`config.mk`:
```
export PLATFORM = sky130hd
export DESIGN_NAME = sha256_byte_stream_hash
export DESIGN_NICKNAME = d
export VERILOG_FILES = /design/src/sha256bs_pkg.sv /design/src/sha256bs_round.sv /design/src/sha256_byte_stream_hash.sv
export SDC_FILE = /design/constraint.sdc
export NUM_CORES = 2
export LEC_CHECK = 0
export BUFFER_PORTS_ARGS = -buffer_cell sky130_fd_sc_hd__buf_2
export CORE_MARGIN = 2
export CORE_UTILIZATION = 45
export CTS_BUF_LIST = sky130_fd_sc_hd__clkbuf_4 sky130_fd_sc_hd__clkbuf_8
export DETAILED_ROUTE_END_ITERATION = 7
export PLACE_DENSITY = 0.64
export REMOVE_ABC_BUFFERS = 1
export SLEW_MARGIN = 30
export SYNTH_ARGS = -nofsm -noshare
export SYNTH_HDL_FRONTEND = slang
export SYNTH_SLANG_ARGS = --single-unit
export TNS_END_PERCENT = 10
```
`constraint.sdc`:
```
create_clock -name clk -period 25.3 [get_ports clk]
set_input_delay 0 -clock clk [delete_from_list [all_inputs] [get_ports clk]]
set_output_delay 0 -clock clk [all_outputs]
set_load 0.05 [all_outputs]
```
`src/sha256bs_pkg.sv`:
```
// Shared types, constants and round-constant table for the SHA-256 byte-stream hasher.
`timescale 1ns / 1ps
package sha256bs_pkg;

  localparam int unsigned BLOCK_BITS = 512;
  localparam int unsigned WORD_BITS  = 32;

  localparam logic [5:0] FILL_LAST = 6'd63;
  localparam logic [5:0] LEN_POS   = 6'd56;
  localparam logic [7:0] PAD_MARK  = 8'h80;
  localparam logic [1:0] PART_LAST = 2'd3;
  localparam logic [5:0] ROUND_LAST = 6'd63;

  typedef enum logic {
    CMD_APPEND = 1'b0,
    CMD_FINISH = 1'b1
  } cmd_t;

  typedef enum logic [2:0] {
    ST_IDLE,
    ST_ROUND,
    ST_UPDATE,
    ST_PAD,
    ST_OUT
  } state_t;

  // working variables a..h of one compression
  typedef struct packed {
    logic [31:0] a;
    logic [31:0] b;
    logic [31:0] c;
    logic [31:0] d;
    logic [31:0] e;
    logic [31:0] f;
    logic [31:0] g;
    logic [31:0] h;
  } work_t;

  localparam logic [31:0] H_INIT [8] = '{
    32'h6a09e667, 32'hbb67ae85, 32'h3c6ef372, 32'ha54ff53a,
    32'h510e527f, 32'h9b05688c, 32'h1f83d9ab, 32'h5be0cd19
  };

  function automatic logic [31:0] round_k(input logic [5:0] idx);
    logic [31:0] k;
    unique case (idx)
      6'd0:  k = 32'h428a2f98;  6'd1:  k = 32'h71374491;
      6'd2:  k = 32'hb5c0fbcf;  6'd3:  k = 32'he9b5dba5;
      6'd4:  k = 32'h3956c25b;  6'd5:  k = 32'h59f111f1;
      6'd6:  k = 32'h923f82a4;  6'd7:  k = 32'hab1c5ed5;
      6'd8:  k = 32'hd807aa98;  6'd9:  k = 32'h12835b01;
      6'd10: k = 32'h243185be;  6'd11: k = 32'h550c7dc3;
      6'd12: k = 32'h72be5d74;  6'd13: k = 32'h80deb1fe;
      6'd14: k = 32'h9bdc06a7;  6'd15: k = 32'hc19bf174;
      6'd16: k = 32'he49b69c1;  6'd17: k = 32'hefbe4786;
      6'd18: k = 32'h0fc19dc6;  6'd19: k = 32'h240ca1cc;
      6'd20: k = 32'h2de92c6f;  6'd21: k = 32'h4a7484aa;
      6'd22: k = 32'h5cb0a9dc;  6'd23: k = 32'h76f988da;
      6'd24: k = 32'h983e5152;  6'd25: k = 32'ha831c66d;
      6'd26: k = 32'hb00327c8;  6'd27: k = 32'hbf597fc7;
      6'd28: k = 32'hc6e00bf3;  6'd29: k = 32'hd5a79147;
      6'd30: k = 32'h06ca6351;  6'd31: k = 32'h14292967;
      6'd32: k = 32'h27b70a85;  6'd33: k = 32'h2e1b2138;
      6'd34: k = 32'h4d2c6dfc;  6'd35: k = 32'h53380d13;
      6'd36: k = 32'h650a7354;  6'd37: k = 32'h766a0abb;
      6'd38: k = 32'h81c2c92e;  6'd39: k = 32'h92722c85;
      6'd40: k = 32'ha2bfe8a1;  6'd41: k = 32'ha81a664b;
      6'd42: k = 32'hc24b8b70;  6'd43: k = 32'hc76c51a3;
      6'd44: k = 32'hd192e819;  6'd45: k = 32'hd6990624;
      6'd46: k = 32'hf40e3585;  6'd47: k = 32'h106aa070;
      6'd48: k = 32'h19a4c116;  6'd49: k = 32'h1e376c08;
      6'd50: k = 32'h2748774c;  6'd51: k = 32'h34b0bcb5;
      6'd52: k = 32'h391c0cb3;  6'd53: k = 32'h4ed8aa4a;
      6'd54: k = 32'h5b9cca4f;  6'd55: k = 32'h682e6ff3;
      6'd56: k = 32'h748f82ee;  6'd57: k = 32'h78a5636f;
      6'd58: k = 32'h84c87814;  6'd59: k = 32'h8cc70208;
      6'd60: k = 32'h90befffa;  6'd61: k = 32'ha4506ceb;
      6'd62: k = 32'hbef9a3f7;  6'd63: k = 32'hc67178f2;
      default: k = 32'h0;
    endcase
    return k;
  endfunction

  function automatic logic [31:0] rotr(input logic [31:0] v, input int unsigned n);
    return (v >> n) | (v << (WORD_BITS - n));
  endfunction

endpackage

```
`src/sha256bs_round.sv`:
```
// One SHA-256 round plus one message-schedule step, reused for all 64 rounds.
`timescale 1ns / 1ps
module sha256bs_round
  import sha256bs_pkg::*;
(
  input  work_t       work,
  input  logic [31:0] kt,
  input  logic [31:0] w0,
  input  logic [31:0] w1,
  input  logic [31:0] w9,
  input  logic [31:0] w14,
  output work_t       work_next,
  output logic [31:0] w_new
);

  logic [31:0] big0, big1, ch, maj, t1, t2, sig0, sig1;

  always_comb begin
    big1 = rotr(work.e, 6) ^ rotr(work.e, 11) ^ rotr(work.e, 25);
    ch   = (work.e & work.f) ^ (~work.e & work.g);
    t1   = work.h + big1 + ch + kt + w0;
    big0 = rotr(work.a, 2) ^ rotr(work.a, 13) ^ rotr(work.a, 22);
    maj  = (work.a & work.b) ^ (work.a & work.c) ^ (work.b & work.c);
    t2   = big0 + maj;

    work_next.h = work.g;
    work_next.g = work.f;
    work_next.f = work.e;
    work_next.e = work.d + t1;
    work_next.d = work.c;
    work_next.c = work.b;
    work_next.b = work.a;
    work_next.a = t1 + t2;

    // schedule word sixteen ahead of the current one
    sig0  = rotr(w1, 7) ^ rotr(w1, 18) ^ (w1 >> 3);
    sig1  = rotr(w14, 17) ^ rotr(w14, 19) ^ (w14 >> 10);
    w_new = sig1 + w9 + sig0 + w0;
  end

endmodule

```
`src/sha256_byte_stream_hash.sv`:
```
// SHA-256 byte-stream hasher: byte buffer, padding sequencer and iterative round unit.
// Append: a byte is taken only while idle; the last byte of a block starts the rounds
// and the hash update, during which s_tready is low. Finish at buffer position p:
// padding bytes complete the block, then the rounds and hash update run, and again for
// a second padding block when p >= 56; then four digest transactions, one per cycle
// while m_tready is high. All cost is set by the single round unit, one round per cycle.
// rst (synchronous) restores the initial hash values and empties the buffer.
`timescale 1ns / 1ps
module sha256_byte_stream_hash
  import sha256bs_pkg::*;
(
  input  logic        clk,
  input  logic        rst,
  input  logic        s_tvalid,
  output logic        s_tready,
  input  logic [7:0]  s_tdata,   // [7:0] data_byte
  input  logic [0:0]  s_tuser,   // [0] cmd
  output logic        m_tvalid,
  input  logic        m_tready,
  output logic [63:0] m_tdata,   // [63:0] digest_part
  output logic [1:0]  m_tuser,   // [1:0] part_index
  output logic        m_tlast
);

  state_t state, state_next;

  logic [BLOCK_BITS-1:0] blk;
  logic [5:0]   fill;
  logic [54:0]  blk_cnt;
  logic [63:0]  total_len;
  logic         two_blk;
  logic         mark_done;
  logic         finishing;
  logic [5:0]   rnd;
  logic [1:0]   part;
  logic [31:0]  hash [8];
  work_t        work, work_next;
  logic [31:0]  w_new;

  logic         acc;
  logic         shift_en;
  logic [7:0]   pad_byte;
  logic [7:0]   shift_byte;
  logic         out_acc;

  sha256bs_round u_round (
    .work      (work),
    .kt        (round_k(rnd)),
    .w0        (blk[511:480]),
    .w1        (blk[479:448]),
    .w9        (blk[223:192]),
    .w14       (blk[63:32]),
    .work_next (work_next),
    .w_new     (w_new)
  );

  always_comb begin
    s_tready = (state == ST_IDLE);
    acc      = s_tvalid && s_tready;
    out_acc  = m_tvalid && m_tready;

    if (!mark_done) begin
      pad_byte = PAD_MARK;
    end else if (fill >= LEN_POS && !two_blk) begin
      pad_byte = total_len[{~fill[2:0], 3'b000} +: 8];
    end else begin
      pad_byte = 8'h00;
    end

    shift_en   = (acc && cmd_t'(s_tuser[0]) == CMD_APPEND) || (state == ST_PAD);
    shift_byte = (state == ST_PAD) ? pad_byte : s_tdata;

    state_next = state;
    unique case (state)
      ST_IDLE: begin
        if (acc) begin
          if (cmd_t'(s_tuser[0]) == CMD_FINISH) begin
            state_next = ST_PAD;
          end else if (fill == FILL_LAST) begin
            state_next = ST_ROUND;
          end
        end
      end
      ST_ROUND: begin
        if (rnd == ROUND_LAST) state_next = ST_UPDATE;
      end
      ST_UPDATE: begin
        if (finishing && two_blk) begin
          state_next = ST_PAD;
        end else if (finishing) begin
          state_next = ST_OUT;
        end else begin
          state_next = ST_IDLE;
        end
      end
      ST_PAD: begin
        if (fill == FILL_LAST) state_next = ST_ROUND;
      end
      ST_OUT: begin
        if (out_acc && part == PART_LAST) state_next = ST_IDLE;
      end
      default: state_next = ST_IDLE;
    endcase
  end

  always_ff @(posedge clk) begin
    if (rst) begin
      state <= ST_IDLE;
    end else begin
      state <= state_next;
    end
  end

  // control registers
  always_ff @(posedge clk) begin
    if (rst) begin
      fill      <= '0;
      blk_cnt   <= '0;
      two_blk   <= 1'b0;
      mark_done <= 1'b0;
      finishing <= 1'b0;
      rnd       <= '0;
      part      <= '0;
      for (int i = 0; i < 8; i++) hash[i] <= H_INIT[i];
    end else begin
      if (shift_en) fill <= fill + 6'd1;
      if (state == ST_PAD) mark_done <= 1'b1;
      if (acc && cmd_t'(s_tuser[0]) == CMD_FINISH) begin
        two_blk   <= (fill >= LEN_POS);
        mark_done <= 1'b0;
        finishing <= 1'b1;
      end
      if (state == ST_ROUND) begin
        rnd <= rnd + 6'd1;
      end else begin
        rnd <= '0;
      end
      if (state == ST_UPDATE) begin
        hash[0] <= hash[0] + work.a;
        hash[1] <= hash[1] + work.b;
        hash[2] <= hash[2] + work.c;
        hash[3] <= hash[3] + work.d;
        hash[4] <= hash[4] + work.e;
        hash[5] <= hash[5] + work.f;
        hash[6] <= hash[6] + work.g;
        hash[7] <= hash[7] + work.h;
        if (!finishing) blk_cnt <= blk_cnt + 55'd1;
        if (finishing) two_blk <= 1'b0;
      end
      if (out_acc) begin
        part <= part + 2'd1;
        if (part == PART_LAST) begin
          fill      <= '0;
          blk_cnt   <= '0;
          finishing <= 1'b0;
          for (int i = 0; i < 8; i++) hash[i] <= H_INIT[i];
        end
      end
    end
  end

  // payload registers
  always_ff @(posedge clk) begin
    if (shift_en) begin
      blk <= {blk[BLOCK_BITS-9:0], shift_byte};
    end else if (state == ST_ROUND) begin
      blk <= {blk[BLOCK_BITS-WORD_BITS-1:0], w_new};
    end
    if (acc && cmd_t'(s_tuser[0]) == CMD_FINISH) begin
      total_len <= {blk_cnt, fill, 3'b000};
    end
    if (state_next == ST_ROUND && state != ST_ROUND) begin
      work <= {hash[0], hash[1], hash[2], hash[3], hash[4], hash[5], hash[6], hash[7]};
    end else if (state == ST_ROUND) begin
      work <= work_next;
    end
  end

  always_comb begin
    m_tvalid = (state == ST_OUT);
    m_tdata  = {hash[{part, 1'b0}], hash[{part, 1'b1}]};
    m_tuser  = part;
    m_tlast  = (part == PART_LAST);
  end

endmodule

```
==> summary.md <==
| Metric | Value |
|---|---|
| Area fraction of the dominant cell type after synthesis | `37.2%` |
| Gpl congestion | `0.968` |
| Yosys warning count | `0` |
| Met1 Use GR | `39.0%` |
| Worst Reg-to-Reg Cells | `31` |
| Mapped Cells | `8340` |
| Top_reg_cell synth | `edfxtp_1` |
| RSZ-0062 raised after global routing | `no` |
| R2R Setup Slk | `17.30 ns` |
| Yosys reg bits | `1194` |
| Critical Path RT | `25.96 ns` |
| Critical Path Max Stage Delay | `0.55 ns` |
| 1st-iter DRT viols | `6737` |
| TritonCTS Buffers | `212` |
| Total GRT Usage | `27.8%` |
| Startpoint Class | `flip-flop` |
| CP Max Fanout | `6` |
| Synth Area in Compound Gates | `12.8%` |
| Final setup viols | `0` |
| GR peak layer | `met2` |
| Final-layout fill cell count | `15815` |
| Mux contribution to synthesized area | `2.91%` |
| Synth unique cells | `105` |
| Number of routed nets with antenna violations | `0` |
| TritonCTS clock tree | `built` |
| Cell Area, Synth | `0.0772 mm^2` |
| Worst Setup End Kind | `flip-flop` |
| Number of flops mapped to enable cells by yosys | `957` |
| Slew headroom | `26.0%` |
| Full die area | `0.175 mm^2` |
| Layout cell share with drive strength beyond 1 | `8.18%` |
| R2r endpoint | `work[254]` |
| Clock-pin slew on the worst setup and hold paths | `0.07 ns` |
| Placed instance area | `0.0793 mm^2` |
| Die span in y | `418 um` |
| Tightest Pin Transition | `1.11 ns` |
| Grt total ovfl | `0` |
| Largest net degree at the start of global routing | `232` |
| Port bufs | `81` |
| Setup_tns | `0 ns` |
| Slowest CP cell | `edfxtp_1` |
| Fmax achieved | `125 MHz` |
| First-pass GRT wire length | `369 mm` |
| Sink Count | `1194` |
| Drt total wl | `247 mm` |
| Boundary pin count | `82` |
| Critical path type | `flip-flop to flip-flop` |
| Hold Startpoint | `rst` |
| Std cell rows | `151` |
| Asr flop ratio synth | `0%` |
| Synth area leaders | `edfxtp_1, nand2_1, ha_1` |
| Most common cell type on the critical path | `inv_1` |
| Vias post-DR | `61240` |
| Layout Cell Area excl Fill | `0.0843 mm^2` |
| Syn Area/Cell | `9.25 um^2` |
| Most common cell in the netlist | `nand2_1` |
| Routed len/inst | `23.1 um` |
| Endpoints failing hold | `0` |
| Clock latency on the worst-skew pair | `1.00 ns` |
| XOR/XNOR Fraction of Synth Area | `7.12%` |
| Post-layout net count | `8880` |
| Worst R2R Start | `work[98]` |
| Post-CTS setup buffer count | `0` |
| Slew Limit Fails | `0` |
| Outcome | `finished clean` |
| Synth Area in Adders | `11.5%` |
| Fin crit period | `8.00 ns` |
| Layout Skew | `0.0669 ns` |
| Initial Util | `45.4%` |
| HPWL Detailed | `180 mm` |
| DRC Markers | `0` |
| Die width | `418 um` |
| Hold endpoint | `m_tuser[0]` |
| Largest family of logic cells by synthesized area | `simple AND/OR/NAND/NOR gates` |
| Clk root buf | `clkbuf_8` |
| Final core utilization | `49.6%` |
| GR Util met3 | `4.22%` |
| Register area share after synthesis | `43.4%` |
| Final period utilization | `31.6%` |
| Area grow syn2layout | `9.25%` |
| Hold path cells | `4` |
| Core Area | `0.170 mm^2` |
| Vias/cell | `5.73` |
| Post-synth top cells | `nand2_1, edfxtp_1, inv_1` |
| Drt first pass iters | `8` |
| H-tree depth | `4` |
| Max-cap violations | `0` |
| Initial antenna violation count | `9` |
| Synth Area in Simple Gates | `17.6%` |
| Clock tree buffer depth | `3` |
| GR Util met2 | `43.0%` |
| Crit path DAT | `8.66 ns` |
| Vias in the first global route | `58801` |
| Leading area contributor after synthesis | `edfxtp_1` |
| Worst hold path type | `input pin to flip-flop` |
==> layout by cell type (no fill, tap or decap), types with 39 or more instances in the layout <==
cell type,instances
a211oi_1,55
a21o_1,203
a21oi_1,462
a31oi_1,40
and3_1,57
buf_2,81
buf_4,55
clkbuf_4,78
clkbuf_8,240
dfxtp_1,234
edfxtp_1,957
fa_1,195
ha_1,393
inv_1,505
mux4_2,77
nand2_1,2308
nand2b_1,63
nand3_1,131
nor2_1,396
nor2b_1,41
nor3_1,108
o211ai_1,62
o21a_1,58
o21ai_0,382
o21bai_1,39
xnor2_1,337
xor2_1,285
==> sequential cells by signal, summed over array words and instances, names as in the netlist, named ones only <==
| register | count |
|---|---|
| finishing | 1 |
| rnd | 6 |
| state | 3 |
| u_round.kt | 32 |
| work | 256 |
| mark_done | 1 |
| blk_cnt | 55 |
| m_tuser | 2 |
| two_blk | 1 |
| blk | 512 |
| hash | 256 |
| total_len | 61 |
| fill | 6 |
==> how the worst max path moves through the flow <==
stage,start,end,slack [ns],cells past startpoint
finish,work[98],work[254],17.30,31
global route,work[98],work[254],16.87,31
CTS,work[98],work[254],17.34,31
detailed placement,work[98],work[254],17.40,31
global placement,work[98],work[254],17.53,31
floorplan,state[1],blk[0],2.01,4
==> kinds of logic (layout without fill, tap and decap cells) <==
logic type	Yosys count	count (layout)
AND/OR/NAND/NOR	3276	3276
AO/OA/AOI/OAI	1571	1571
flip-flops	1194	1194
buffers and inverters	956	1072
XOR/XNOR	626	626
adder cells (fa/ha/maj)	591	591
multiplexers	126	126
other	0	9
==> metrics by stage <==
step	hold WS, ns	worst slack [ns]	instances
2_1_floorplan	0.0724	2.01	7893
4_1_cts	0.0566	17.34	10671
3_3_place_gp	0.392	17.53	10255
6_report	0.172	17.30	10683
5_1_grt	0.127	16.87	10677
3_5_place_dp	0.404	17.40	10256
==> metal layers <==
layer	part of all wire, %	routed length, um	vias to the layer above
li1	-	-	28508
met1	43	106000	29690
met2	45	111000	2592
met3	8.1	20000	448
met4	4.4	10900	2
met5	0.0044	11	-
==> critical path: cells and delay by family (launching register included) <==
kind	cells	cell delay [ns]
AO/OA/AOI/OAI	14	3.17
adder cells (fa/ha/maj)	6	2.58
flip-flops	1	0.55
AND/OR/NAND/NOR	3	0.45
XOR/XNOR	2	0.40
buffers and inverters	5	0.31
multiplexers	1	0.19
==> final cells by class <==
class | instances | area [um^2] | share of cell area, %
Timing Repair Buffer | 172 | 1280 | 1.52
Inverter | 509 | 1910 | 2.27
Multi-Input combinational cell | 6190 | 40200 | 47.7
Tap cell | 2218 | 2780 | 3.29
Clock buffer | 318 | 3890 | 4.61
Sequential cell | 1194 | 33500 | 39.7
Clock inverter | 73 | 728 | 0.864
Antenna cell | 9 | 22.5 | 0.0267
==> timing repair <==
action | CTS | global route
resized for setup | 0 | 0
hold buffers | 24 | 0
hold endpoints to repair | 213 | 0
Power is not shown: default switching activity piles up to over one toggle a cycle in this logic, so the estimate is an artifact.
